<file path="src/design/lrg_pkg.sv">
// Shared types, constants and state encoding for the linear ramp generator.
`timescale 1ns / 1ps
`default_nettype none

package lrg_pkg;

   // Field widths
   localparam int LEVEL_W          = 32;
   localparam int SECS_W           = 24;
   localparam int RATE_W           = 18;
   localparam int ACC_W            = 48;
   localparam int LEVEL_EXTRA_BITS = ACC_W - LEVEL_W;
   localparam int DUR_W            = 32;
   localparam int STEP_W           = DUR_W - 1;
   localparam int PROD_W           = RATE_W + SECS_W;

   // Ramp time fraction bits (default Q8.16)
   localparam int FRACTION_BITS_DEF = 16;

   // Increment divider: one quotient bit per cycle
   localparam int DIV_STEPS = ACC_W;
   localparam int DIV_CNT_W = $clog2(DIV_STEPS);

   // Register file
   localparam int                  CSR_ADDR_W   = 3;
   localparam int                  CSR_DATA_W   = 32;
   localparam int                  CSR_IDX_W    = CSR_ADDR_W - 2;
   localparam logic [CSR_IDX_W-1:0] CSR_IDX_RATE = '0;
   localparam logic [RATE_W-1:0]   RATE_RESET   = RATE_W'(48000);

   // Controller states
   typedef enum logic [2:0] {
      ST_IDLE,
      ST_CHECK,
      ST_MUL,
      ST_SEG,
      ST_DIV,
      ST_INC,
      ST_EMIT,
      ST_ADV
   } state_type;

   // Controller to datapath
   typedef struct packed {
      logic load;      // latch the input word
      logic mul;       // rate * seconds
      logic seg;       // segment start: duration, level, divider setup
      logic div_step;  // one restoring divider step
      logic inc_set;   // sign and saturate the quotient into the increment
      logic emit;      // load the output register
      logic advance;   // ramp step or end-of-segment handling
   } cmd_type;

   // Datapath to controller
   typedef struct packed {
      logic dur_zero;
      logic dur_pos;
      logic step_lt;
      logic loop;
      logic div_last;
      logic out_room;
   } status_type;

endpackage

`default_nettype wire

</file>
<file path="src/design/lrg_csr.sv">
// APB-style register file holding the sample rate.
`timescale 1ns / 1ps
`default_nettype none

module lrg_csr (
   input  wire logic                             clock,
   input  wire logic                             reset,
   input  wire logic                             csr_psel,
   input  wire logic                             csr_penable,
   input  wire logic                             csr_pwrite,
   input  wire logic [lrg_pkg::CSR_ADDR_W-1:0]   csr_paddr,
   input  wire logic [lrg_pkg::CSR_DATA_W-1:0]   csr_pwdata,
   output logic      [lrg_pkg::CSR_DATA_W-1:0]   csr_prdata,
   output logic                                  csr_pready,
   output logic      [lrg_pkg::RATE_W-1:0]       sample_rate
);
   import lrg_pkg::*;

   logic [RATE_W-1:0]    rate_ff;
   logic [RATE_W-1:0]    rate_in;
   logic [CSR_IDX_W-1:0] idx;
   logic                 wr_en;

   assign idx        = csr_paddr[CSR_ADDR_W-1:2];
   assign csr_pready = 1'b1;
   assign wr_en      = csr_psel & csr_penable & csr_pwrite & csr_pready;

   // Write decode
   always_comb begin
      rate_in = rate_ff;
      if (wr_en && idx == CSR_IDX_RATE) begin
         rate_in = csr_pwdata[RATE_W-1:0];
      end
   end

   always_ff @(posedge clock) begin
      if (reset) begin
         rate_ff <= RATE_RESET;
      end else begin
         rate_ff <= rate_in;
      end
   end

   // Read mux
   always_comb begin
      csr_prdata = '0;
      if (idx == CSR_IDX_RATE) begin
         csr_prdata = CSR_DATA_W'(rate_ff);
      end
   end

   assign sample_rate = rate_ff;

endmodule

`default_nettype wire

</file>
<file path="src/design/lrg_ctrl.sv">
// Sequencer for one tick: segment start, divide, emit, advance.
`timescale 1ns / 1ps
`default_nettype none

module lrg_ctrl (
   input  wire logic                  clock,
   input  wire logic                  reset,
   input  wire logic                  req_tvalid,
   output logic                       req_tready,
   input  wire lrg_pkg::status_type   status,
   output lrg_pkg::cmd_type           cmd
);
   import lrg_pkg::*;

   state_type state_ff, state_in;
   logic      post_ff, post_in;        // segment start comes from loop at end of tick
   logic      started_ff, started_in;  // a segment already started this tick

   always_ff @(posedge clock) begin
      if (reset) begin
         state_ff   <= ST_IDLE;
         post_ff    <= 1'b0;
         started_ff <= 1'b0;
      end else begin
         state_ff   <= state_in;
         post_ff    <= post_in;
         started_ff <= started_in;
      end
   end

   // Next state and commands
   always_comb begin
      state_in   = state_ff;
      post_in    = post_ff;
      started_in = started_ff;
      cmd        = '0;
      req_tready = 1'b0;
      case (state_ff)
         ST_IDLE: begin
            req_tready = 1'b1;
            if (req_tvalid) begin
               cmd.load   = 1'b1;
               started_in = 1'b0;
               state_in   = ST_CHECK;
            end
         end
         ST_CHECK: begin
            if (status.dur_zero) begin
               post_in    = 1'b0;
               started_in = 1'b1;
               state_in   = ST_MUL;
            end else begin
               state_in = ST_EMIT;
            end
         end
         ST_MUL: begin
            cmd.mul  = 1'b1;
            state_in = ST_SEG;
         end
         ST_SEG: begin
            cmd.seg  = 1'b1;
            state_in = ST_DIV;
         end
         ST_DIV: begin
            // short segments take a zero increment, no divide needed
            if (!status.dur_pos) begin
               state_in = ST_INC;
            end else begin
               cmd.div_step = 1'b1;
               if (status.div_last) begin
                  state_in = ST_INC;
               end
            end
         end
         ST_INC: begin
            cmd.inc_set = 1'b1;
            state_in    = post_ff ? ST_IDLE : ST_EMIT;
         end
         ST_EMIT: begin
            if (status.out_room) begin
               cmd.emit = 1'b1;
               state_in = ST_ADV;
            end
         end
         ST_ADV: begin
            cmd.advance = 1'b1;
            // a second start in the same tick would give identical values
            if (!status.step_lt && status.loop && !started_ff) begin
               post_in    = 1'b1;
               started_in = 1'b1;
               state_in   = ST_MUL;
            end else begin
               state_in = ST_IDLE;
            end
         end
         default: begin
            state_in = ST_IDLE;
         end
      endcase
   end

endmodule

`default_nettype wire

</file>
<file path="src/design/lrg_dp.sv">
// Ramp datapath: time product, serial increment divider, accumulator, output register.
`timescale 1ns / 1ps
`default_nettype none

module lrg_dp #(
   parameter int FRACTION_BITS = lrg_pkg::FRACTION_BITS_DEF
) (
   input  wire logic                              clock,
   input  wire logic                              reset,
   input  wire lrg_pkg::cmd_type                  cmd,
   output lrg_pkg::status_type                    status,
   input  wire logic [lrg_pkg::RATE_W-1:0]        sample_rate,
   input  wire logic signed [lrg_pkg::LEVEL_W-1:0] start_level,
   input  wire logic signed [lrg_pkg::LEVEL_W-1:0] end_level,
   input  wire logic [lrg_pkg::SECS_W-1:0]        ramp_seconds,
   input  wire logic                              loop_enable,
   input  wire logic                              restart,
   output logic signed [lrg_pkg::LEVEL_W-1:0]     level,
   output logic                                   level_valid,
   input  wire logic                              level_ready
);
   import lrg_pkg::*;

   localparam logic [PROD_W-1:0] COUNT_MAX = PROD_W'(32'h7FFF_FFFF);
   localparam logic signed [ACC_W-1:0] ACC_MAX = {1'b0, {(ACC_W-1){1'b1}}};
   localparam logic signed [ACC_W-1:0] ACC_MIN = {1'b1, {(ACC_W-1){1'b0}}};

   // Latched input word
   logic signed [LEVEL_W-1:0] from_ff, to_ff;
   logic [SECS_W-1:0]         secs_ff;
   logic                      loop_ff;

   // Ramp state
   logic signed [DUR_W-1:0] dur_ff, dur_in;
   logic [STEP_W-1:0]       step_ff, step_in;
   logic signed [ACC_W-1:0] acc_ff, acc_in;
   logic signed [ACC_W-1:0] inc_ff, inc_in;
   logic [PROD_W-1:0]       prod_ff;

   // Divider
   logic [DUR_W-1:0]     rem_ff, rem_in;
   logic [ACC_W-1:0]     quo_ff, quo_in;
   logic [STEP_W-1:0]    dvs_ff, dvs_in;
   logic                 neg_ff, neg_in;
   logic [DIV_CNT_W-1:0] cnt_ff, cnt_in;

   // Output register
   logic signed [LEVEL_W-1:0] out_ff;
   logic                      out_vld_ff, out_vld_in;

   // Combinational helpers
   logic [PROD_W-1:0]       count;
   logic [STEP_W-1:0]       count_sat;
   logic signed [DUR_W-1:0] dur_new;
   logic [LEVEL_W:0]        diff;
   logic [LEVEL_W:0]        diff_mag;
   logic [DUR_W-1:0]        rem_sh;
   logic [DUR_W:0]          rem_sub;
   logic [ACC_W:0]          sum;
   logic signed [ACC_W-1:0] sum_sat;
   logic signed [ACC_W-1:0] quo_signed;
   logic                    dur_pos;
   logic                    step_lt;
   logic                    out_room;

   // Segment start arithmetic
   assign count     = prod_ff >> FRACTION_BITS;
   assign count_sat = (count > COUNT_MAX) ? STEP_W'(COUNT_MAX) : count[STEP_W-1:0];
   assign dur_new   = {1'b0, count_sat} - DUR_W'(1);
   assign diff      = {to_ff[LEVEL_W-1], to_ff} - {from_ff[LEVEL_W-1], from_ff};
   assign diff_mag  = diff[LEVEL_W] ? (~diff + 1'b1) : diff;

   // Restoring divider step
   assign rem_sh  = {rem_ff[DUR_W-2:0], quo_ff[ACC_W-1]};
   assign rem_sub = {1'b0, rem_sh} - {2'b00, dvs_ff};

   // Quotient sign and saturation
   always_comb begin
      if (neg_ff) begin
         quo_signed = quo_ff[ACC_W-1] ? ACC_MIN : -$signed(quo_ff);
      end else begin
         quo_signed = quo_ff[ACC_W-1] ? ACC_MAX : $signed(quo_ff);
      end
   end

   // Saturating accumulator add
   assign sum = {acc_ff[ACC_W-1], acc_ff} + {inc_ff[ACC_W-1], inc_ff};
   always_comb begin
      if (sum[ACC_W] != sum[ACC_W-1]) begin
         sum_sat = sum[ACC_W] ? ACC_MIN : ACC_MAX;
      end else begin
         sum_sat = $signed(sum[ACC_W-1:0]);
      end
   end

   assign dur_pos  = !dur_ff[DUR_W-1] && (dur_ff != '0);
   assign step_lt  = !dur_ff[DUR_W-1] && (step_ff < dur_ff[STEP_W-1:0]);
   assign out_room = !out_vld_ff || level_ready;

   // Next state of the ramp and divider registers
   always_comb begin
      dur_in  = dur_ff;
      step_in = step_ff;
      acc_in  = acc_ff;
      inc_in  = inc_ff;
      rem_in  = rem_ff;
      quo_in  = quo_ff;
      dvs_in  = dvs_ff;
      neg_in  = neg_ff;
      cnt_in  = cnt_ff;
      if (cmd.load && restart) begin
         dur_in  = '0;
         step_in = '0;
      end
      if (cmd.seg) begin
         dur_in = dur_new;
         acc_in = {from_ff, {LEVEL_EXTRA_BITS{1'b0}}};
         rem_in = '0;
         quo_in = {diff_mag[LEVEL_W-1:0], {LEVEL_EXTRA_BITS{1'b0}}};
         dvs_in = dur_new[STEP_W-1:0];
         neg_in = diff[LEVEL_W];
         cnt_in = '0;
      end
      if (cmd.div_step) begin
         if (!rem_sub[DUR_W]) begin
            rem_in = rem_sub[DUR_W-1:0];
         end else begin
            rem_in = rem_sh;
         end
         quo_in = {quo_ff[ACC_W-2:0], !rem_sub[DUR_W]};
         cnt_in = cnt_ff + 1'b1;
      end
      if (cmd.inc_set) begin
         inc_in = dur_pos ? quo_signed : '0;
      end
      if (cmd.advance) begin
         if (step_lt) begin
            acc_in  = sum_sat;
            step_in = step_ff + 1'b1;
         end else if (loop_ff) begin
            step_in = '0;
         end
      end
   end

   always_ff @(posedge clock) begin
      if (reset) begin
         dur_ff  <= '0;
         step_ff <= '0;
         acc_ff  <= '0;
         inc_ff  <= '0;
      end else begin
         dur_ff  <= dur_in;
         step_ff <= step_in;
         acc_ff  <= acc_in;
         inc_ff  <= inc_in;
      end
   end

   // Divider working registers
   always_ff @(posedge clock) begin
      rem_ff <= rem_in;
      quo_ff <= quo_in;
      dvs_ff <= dvs_in;
      neg_ff <= neg_in;
      cnt_ff <= cnt_in;
   end

   // Input word and time product
   always_ff @(posedge clock) begin
      if (cmd.load) begin
         from_ff <= start_level;
         to_ff   <= end_level;
         secs_ff <= ramp_seconds;
         loop_ff <= loop_enable;
      end
      if (cmd.mul) begin
         prod_ff <= PROD_W'(sample_rate) * PROD_W'(secs_ff);
      end
   end

   // Output register
   always_comb begin
      out_vld_in = out_vld_ff;
      if (cmd.emit) begin
         out_vld_in = 1'b1;
      end else if (level_ready) begin
         out_vld_in = 1'b0;
      end
   end

   always_ff @(posedge clock) begin
      if (reset) begin
         out_vld_ff <= 1'b0;
      end else begin
         out_vld_ff <= out_vld_in;
      end
   end

   always_ff @(posedge clock) begin
      if (cmd.emit) begin
         out_ff <= acc_ff[ACC_W-1:LEVEL_EXTRA_BITS];
      end
   end

   assign level       = out_ff;
   assign level_valid = out_vld_ff;

   assign status.dur_zero = (dur_ff == '0);
   assign status.dur_pos  = dur_pos;
   assign status.step_lt  = step_lt;
   assign status.loop     = loop_ff;
   assign status.div_last = (cnt_ff == DIV_CNT_W'(DIV_STEPS - 1));
   assign status.out_room = out_room;

endmodule

`default_nettype wire

</file>
<file path="src/design/linear_ramp_generator_core.sv">
// Linear ramp envelope generator top level: one channel, one level word per tick.
// Sequence: accept, check, emit, advance while a segment runs; a tick that starts a segment
// first runs multiply, setup, a 48-step restoring divider and sign fix. Emit waits for room.
// Ticks: one at a time; a segment started at the head of the tick or reloaded at its end adds
// multiply, setup and divide, and the serial increment divider sets the worst case.
// Reset: synchronous, active high; clears accumulator, increment, step, duration and output valid,
// sample rate returns to 48000. No clearing pass.
`timescale 1ns / 1ps
`default_nettype none

module linear_ramp_generator_core #(
   parameter int FRACTION_BITS = lrg_pkg::FRACTION_BITS_DEF
) (
   input  wire logic                           clock,
   input  wire logic                           reset,
   // req_tdata: start_level[31:0], end_level[63:32], ramp_seconds[87:64]
   input  wire logic [87:0]                    req_tdata,
   // req_tuser: loop_enable[0], restart[1]
   input  wire logic [1:0]                     req_tuser,
   input  wire logic                           req_tvalid,
   output logic                                req_tready,
   // rsp_tdata: level[31:0]
   output logic [lrg_pkg::LEVEL_W-1:0]         rsp_tdata,
   output logic                                rsp_tvalid,
   input  wire logic                           rsp_tready,
   input  wire logic                           csr_psel,
   input  wire logic                           csr_penable,
   input  wire logic                           csr_pwrite,
   input  wire logic [lrg_pkg::CSR_ADDR_W-1:0] csr_paddr,
   input  wire logic [lrg_pkg::CSR_DATA_W-1:0] csr_pwdata,
   output logic      [lrg_pkg::CSR_DATA_W-1:0] csr_prdata,
   output logic                                csr_pready
);
   import lrg_pkg::*;

   cmd_type                   cmd;
   status_type                status;
   logic [RATE_W-1:0]         sample_rate;
   logic signed [LEVEL_W-1:0] level;

   lrg_csr u_csr (
      .clock       (clock),
      .reset       (reset),
      .csr_psel    (csr_psel),
      .csr_penable (csr_penable),
      .csr_pwrite  (csr_pwrite),
      .csr_paddr   (csr_paddr),
      .csr_pwdata  (csr_pwdata),
      .csr_prdata  (csr_prdata),
      .csr_pready  (csr_pready),
      .sample_rate (sample_rate)
   );

   lrg_ctrl u_ctrl (
      .clock      (clock),
      .reset      (reset),
      .req_tvalid (req_tvalid),
      .req_tready (req_tready),
      .status     (status),
      .cmd        (cmd)
   );

   lrg_dp #(
      .FRACTION_BITS (FRACTION_BITS)
   ) u_dp (
      .clock        (clock),
      .reset        (reset),
      .cmd          (cmd),
      .status       (status),
      .sample_rate  (sample_rate),
      .start_level  (req_tdata[31:0]),
      .end_level    (req_tdata[63:32]),
      .ramp_seconds (req_tdata[87:64]),
      .loop_enable  (req_tuser[0]),
      .restart      (req_tuser[1]),
      .level        (level),
      .level_valid  (rsp_tvalid),
      .level_ready  (rsp_tready)
   );

   assign rsp_tdata = level;

endmodule

`default_nettype wire

</file>
<file path="config.mk">
export PLATFORM = sky130hd
export DESIGN_NAME = linear_ramp_generator_core
export DESIGN_NICKNAME = d
export VERILOG_FILES = /design/src/design/lrg_pkg.sv /design/src/design/lrg_csr.sv /design/src/design/lrg_ctrl.sv /design/src/design/lrg_dp.sv /design/src/design/linear_ramp_generator_core.sv
export SDC_FILE = /design/constraint.sdc
export NUM_CORES = 2
export LEC_CHECK = 0
export ABC_AREA = 1
export BUFFER_PORTS_ARGS = -buffer_cell sky130_fd_sc_hd__clkbuf_2
export CAP_MARGIN = 20
export CORE_MARGIN = 10
export CORE_UTILIZATION = 56
export DETAILED_ROUTE_END_ITERATION = 6
export PLACE_DENSITY = 0.7
export SLEW_MARGIN = 15
export SYNTH_ARGS = -nofsm -noshare
export SYNTH_HDL_FRONTEND = slang
export SYNTH_HIERARCHICAL = 1
export SYNTH_SLANG_ARGS = --single-unit
</file>
<file path="constraint.sdc">
create_clock -name clock -period 7 [get_ports clock]
set_input_delay 1.05 -clock clock [delete_from_list [all_inputs] [get_ports clock]]
set_output_delay 1.05 -clock clock [all_outputs]
set_load 0.03 [all_outputs]
</file>
* Word level (Yosys, flattened, before mapping) *
Index checks and enable logic that the tools add are counted.

operators by class
  mux-type cells = 52
  eq/ne operators = 14
  $lt $le $gt $ge = 2
  reductions and logical operators = 23
  $add $sub $neg = 8
  bitwise gates (word level) = 4
  $mul = 1

operators with widths
  cell                                                                    number
  48-bit two-way mux                                                      10
  31-bit two-way mux                                                      8
  32-bit two-way mux                                                      3
  48-bit by 48-bit adder with 49-bit output                               1
  48-bit negator                                                          1
  47-bit two-way mux                                                      1
  18-bit by 24-bit multiplier with 42-bit output                          1
  32-bit by 31-bit subtractor with 33-bit output                          1
  32-bit by 32-bit subtractor with 33-bit output                          1
  32-bit by 1-bit adder with 32-bit output, second input constant         1
  32-bit logical NOT                                                      1
  32-bit inverter                                                         1
  32-bit nonzero test                                                     1
  31-bit by 1-bit subtractor with 32-bit output, second input constant    1
  31-bit by 1-bit adder with 31-bit output, second input constant         1
  26-bit by 31-bit > comparator with 1-bit output, second input constant  1
  31-bit < comparator                                                     1
  3-bit one-hot mux with 8 select lines                                   1
  18-bit two-way mux                                                      1
  3-bit two-way mux                                                       6
  1-bit two-way mux                                                       17
  3-bit equality test, second input constant                              4
  6-bit two-way mux                                                       2
  2-bit nonzero test                                                      4
  other kinds (20)                                                        34

storage, ports and cells
  output and inout bits = 67
  input port bits = 132
  word-level logic and storage cells = 124
  register bits after elaboration = 463

* Longest topological paths before layout *
  depth after elaboration = 7
  gate-level depth with buffers = 31
  mapped depth without buffers = 29

* By module *
The synthesis kept the hierarchy.

by module, submodules not included
  module    cells each  area an instance (µm²)  seq. area each (µm²)  instances
  lrg_dp    5413        41327.1                 11130.7               1
  lrg_csr   162         1103.6                  360.3                 1
  lrg_ctrl  58          350.3                   100.1                 1

* Least setup slack after synthesis *
OpenSTA, ideal clock, no wires.

  kind = input -> register
  from = input port req_tvalid
  to = register u_dp.step_ff[18]
  data required time = 6.868 ns
  path buffers = 2
  data arrival time = 6.329 ns
  slack = 0.539 ns
  stages on the path = 7
  library setup time = 0.132 ns
  path through = inv_1 nor2_1 nand2_1 clkbuf_1 clkbuf_1 nand3_1 a21oi_1

RTL lines
  element               RTL line                          source
  start, declared       linear_ramp_generator_core.sv:20  input wire logic req_tvalid,
  end signal, assigned  lrg_dp.sv:154                     step_ff <= step_in;
  end, declared         lrg_dp.sv:35                      logic [STEP_W-1:0] step_ff, step_in;

* Worst setup path in the final report *
  from = register u_dp.secs_ff[6]
  to = register u_dp.prod_ff[26] (data pin)

between the ends
  word-level cells in the longest chain between the ends = 1

RTL lines
  element                                         RTL line       source
  start, declared                                 lrg_dp.sv:30   logic [SECS_W-1:0] secs_ff;
  start signal, assigned                          lrg_dp.sv:174  secs_ff <= ramp_seconds;
  18-bit by 24-bit multiplier with 42-bit output  lrg_dp.sv:178  prod_ff <= PROD_W'(sample_rate) * PROD_W'(secs_ff);
  end signal, assigned                            lrg_dp.sv:178
  end, declared                                   lrg_dp.sv:38   logic [PROD_W-1:0] prod_ff;

No other way between the ends.
A chain may end at the register's enable or synchronous reset.

==> results_dict.tcl <==
set metrics [dict create \
    status "finished, violations left" \
    violations "DRC" \
    multi_input_area_um2 26040 \
    wire_per_inst_um 16.59 \
    synthArstFlopShare_pct 0 \
    holdPathStages 2 \
    ys_warn_count 6 \
    hold_path_class "flip-flop to flip-flop" \
    rows 101 \
    fin_crit_sh_pct 93.52 \
    synth_edf_count 264 \
    cts_max_level 2 \
    hold_viol 0 \
    endpoint_kind "flip-flop" \
    rsz0062_at_grt "false" \
    routed_wl_um 111800 \
    ctsResizeCount 0 \
    drtIter0Drc 2563 \
    cts_tree "built" \
    syn_area_per_cell_um2 7.595 \
    io_pins 199 \
    setup_viol 0 \
    path_class "flip-flop to flip-flop" \
    cp_max_fo 18 \
    ys_types 71 \
    syn_area_um2 42780 \
    ctsLongestPathBuffers 3 \
    cts_setup_buffers 0 \
    dieWidth_um 296.4 \
    numPortBuffers 167 \
    grt_overflow 0 \
    die_area_um2 87850 \
    fin_nets 6465 \
    fill_cells 6889 \
    antenna_left 0 \
    grt_usage_pct 25.64 \
    r2r-end "u_dp/prod_ff[26]" \
    die-height_um 296.4 \
    ys.flop_type "edfxtp_1" \
    drt_pre_antenna_iters 7 \
    drc 3 \
    cap_viol_max_count 0 \
    cp.arrival_ps 6910 \
    crit_path_end "u_dp/prod_ff[26]" \
    hpwl_um 88980 \
    drive_gt1_share_pct 8.536 \
    fmax_mhz 152.8 \
    yosysSeqAreaShare_pct 27.09 \
    numCtsBuffers 52 \
    path_clk_slew_ps 60 \
    tns_ps 0 \
    ys_ff_latch 447 \
    clock_sinks 447 \
    worst_slew_margin_rel_pct 29.05 \
    clkLatencyLatePin_ps 630 \
    rr_startpoint "u_dp/secs_ff[6]" \
    crit_start "u_dp/secs_ff[6]" \
    synth_cells 5633 \
    ff2ff_setup_slack_ps 450 \
    drv_slew 0 \
    r2r_cells 21 \
    antenna_found_initial 0 \
    syn_to_final_growth_pct 8.370 \
    cts-root-buf "clkbuf_16" \
    finClkSkew_ps 27.74 \
    core-area_um2 75820 \
    vias 35872 \
    start_kind "flip-flop" \
    grt_max_degree 71 \
    diodes 0 \
    crit_required_ps 7360 \
    initial_utilization_pct 56.42 \
    routabilityCongestion 0.9480 \
    tightest_slew_ps 1063 \
    vias_per_cell 5.321 \
    cts_hold_buf 0 \
    grt_pass1_wl_um 182200 \
    final-seq-area_um2 11590 \
    grt_pass1_vias 35216 \
    period_minus_slack_ps 6546 \
]
worst min path at each step:
stage	startpoint	end	slack (ps)
2_1_floorplan	u_dp/acc_ff[26]	u_dp/level[10]	430
3_3_place_gp	u_dp/dur_ff[31]	u_dp/dur_ff[31]	450
3_5_place_dp	u_dp/dur_ff[31]	u_dp/dur_ff[31]	460
4_1_cts	u_dp/dur_ff[31]	u_dp/dur_ff[31]	460
5_1_grt	u_dp/dur_ff[30]	u_dp/dur_ff[30]	480
6_report	u_dp/dur_ff[30]	u_dp/dur_ff[30]	470
synth_stat cells (129+ instances only):
cell      number  area share [%]
nand3_1      217             2.5
nand2_1     1443              13
dfxtp_1      183             8.6
clkbuf_1     152             1.3
nor2_1       346             3.0
a21oi_1      392             4.6
ha_1         259             7.6
inv_1       1103             9.7
fa_1         353              17
o21ai_0      222             2.6
edfxtp_1     264              19
xor2_1       129             2.6
worst max-delay path, cell delays in order, from the launching register on:
cell	delay (ps)
edfxtp_1	710
nand2_1	170
inv_1	70
fa_1	530
inv_1	50
fa_1	500
fa_1	510
inv_1	50
fa_1	480
fa_1	600
inv_1	70
fa_1	530
inv_1	40
ha_1	320
nand2_1	110
inv_1	50
a21oi_1	170
a21boi_0	340
o21ai_0	220
a21boi_0	430
o21ai_0	170
xor2_1	160
cell families after synthesis:
logic type               share of synthesized area [%]
AO/OA/AOI/OAI                                    10.14
other                                          0.01755
AND/OR/NAND/NOR                                  22.52
flip-flops                                       27.09
adder cells (fa/ha/maj)                          24.09
buffers and inverters                            12.24
XOR/XNOR                                         3.893
state kept, by name, indices dropped and copies added (netlist names):
name and count:
u_dp/acc_ff 48, u_dp/inc_ff 48, u_dp/quo_ff 48, u_dp/dur_ff 32
u_dp/from_ff 32, u_dp/level 32, u_dp/to_ff 32, u_dp/dvs_ff 31
u_dp/rem_ff 31, u_dp/step_ff 31, u_dp/prod_ff 26, u_dp/secs_ff 24
u_csr/sample_rate 18, u_dp/cnt_ff 6, u_ctrl/state_ff 3, u_ctrl/post_ff 1
u_ctrl/started_ff 1, u_dp/level_valid 1, u_dp/loop_ff 1, u_dp/neg_ff 1
placed cells by master, fill, tap and decap left out, types with 10 or more instances in the layout:
cell type / instances
a21o_1: 18
o21ai_1: 22
a21oi_1: 392
inv_1: 1103
a21oi_2: 22
nand3_1: 217
nor2_1: 342
o211ai_1: 22
xnor2_1: 58
nand3_2: 20
clkbuf_16: 52
fa_1: 353
edfxtp_1: 264
nand2_1: 1441
nand4_1: 51
nand3b_1: 18
dfxtp_1: 183
ha_1: 259
xor2_1: 129
buf_4: 70
nor2_2: 24
nand2_2: 33
nor4_1: 24
o21a_1: 16
o21bai_1: 12
bufinv_16: 10
o21ai_0: 222
nor3_1: 47
conb_1: 15
inv_2: 13
clkbuf_2: 167
per-stage QoR:
stage / cell area, µm² / utilization (%) / hold slack, ps / setup WS [ps] / cells
finish: 46360 / 61.15 / 465.6 / 453.5 / 6742
global route: 46360 / 61.15 / 480.3 / 34.21 / 6742
CTS: 46280 / 61.04 / 464.4 / 396.0 / 6735
detailed placement: 44390 / 58.54 / 455.3 / 417.0 / 6638
global placement: 44390 / 58.54 / 452.6 / 507.6 / 6638
floorplan: 42830 / - / 431.4 / 538.8 / 5646
final cells by class:
cell class | instances | area share [%]
multi-input combinational | 3862 | 56.17
timing repair buffer | 238 | 3.012
inverter | 1120 | 9.079
clock buffer | 63 | 3.028
sequential | 447 | 25.00
clock inverter | 34 | 1.069
tap | 978 | 2.639
per-layer routing:
| layer | up-vias | global-route usage (%) | wire length (µm) |
|---|---|---|---|
| li1 | 17751 | - | - |
| met1 | 16889 | 33.73 | 48700 |
| met2 | 1031 | 42.95 | 52240 |
| met3 | 201 | 4.454 | 7635 |
| met4 | 0 | 7.417 | 3257 |
| met5 | - | 0 | 0 |
Power is not shown: default switching activity piles up to over one toggle a cycle in this logic, so the estimate is an artifact.
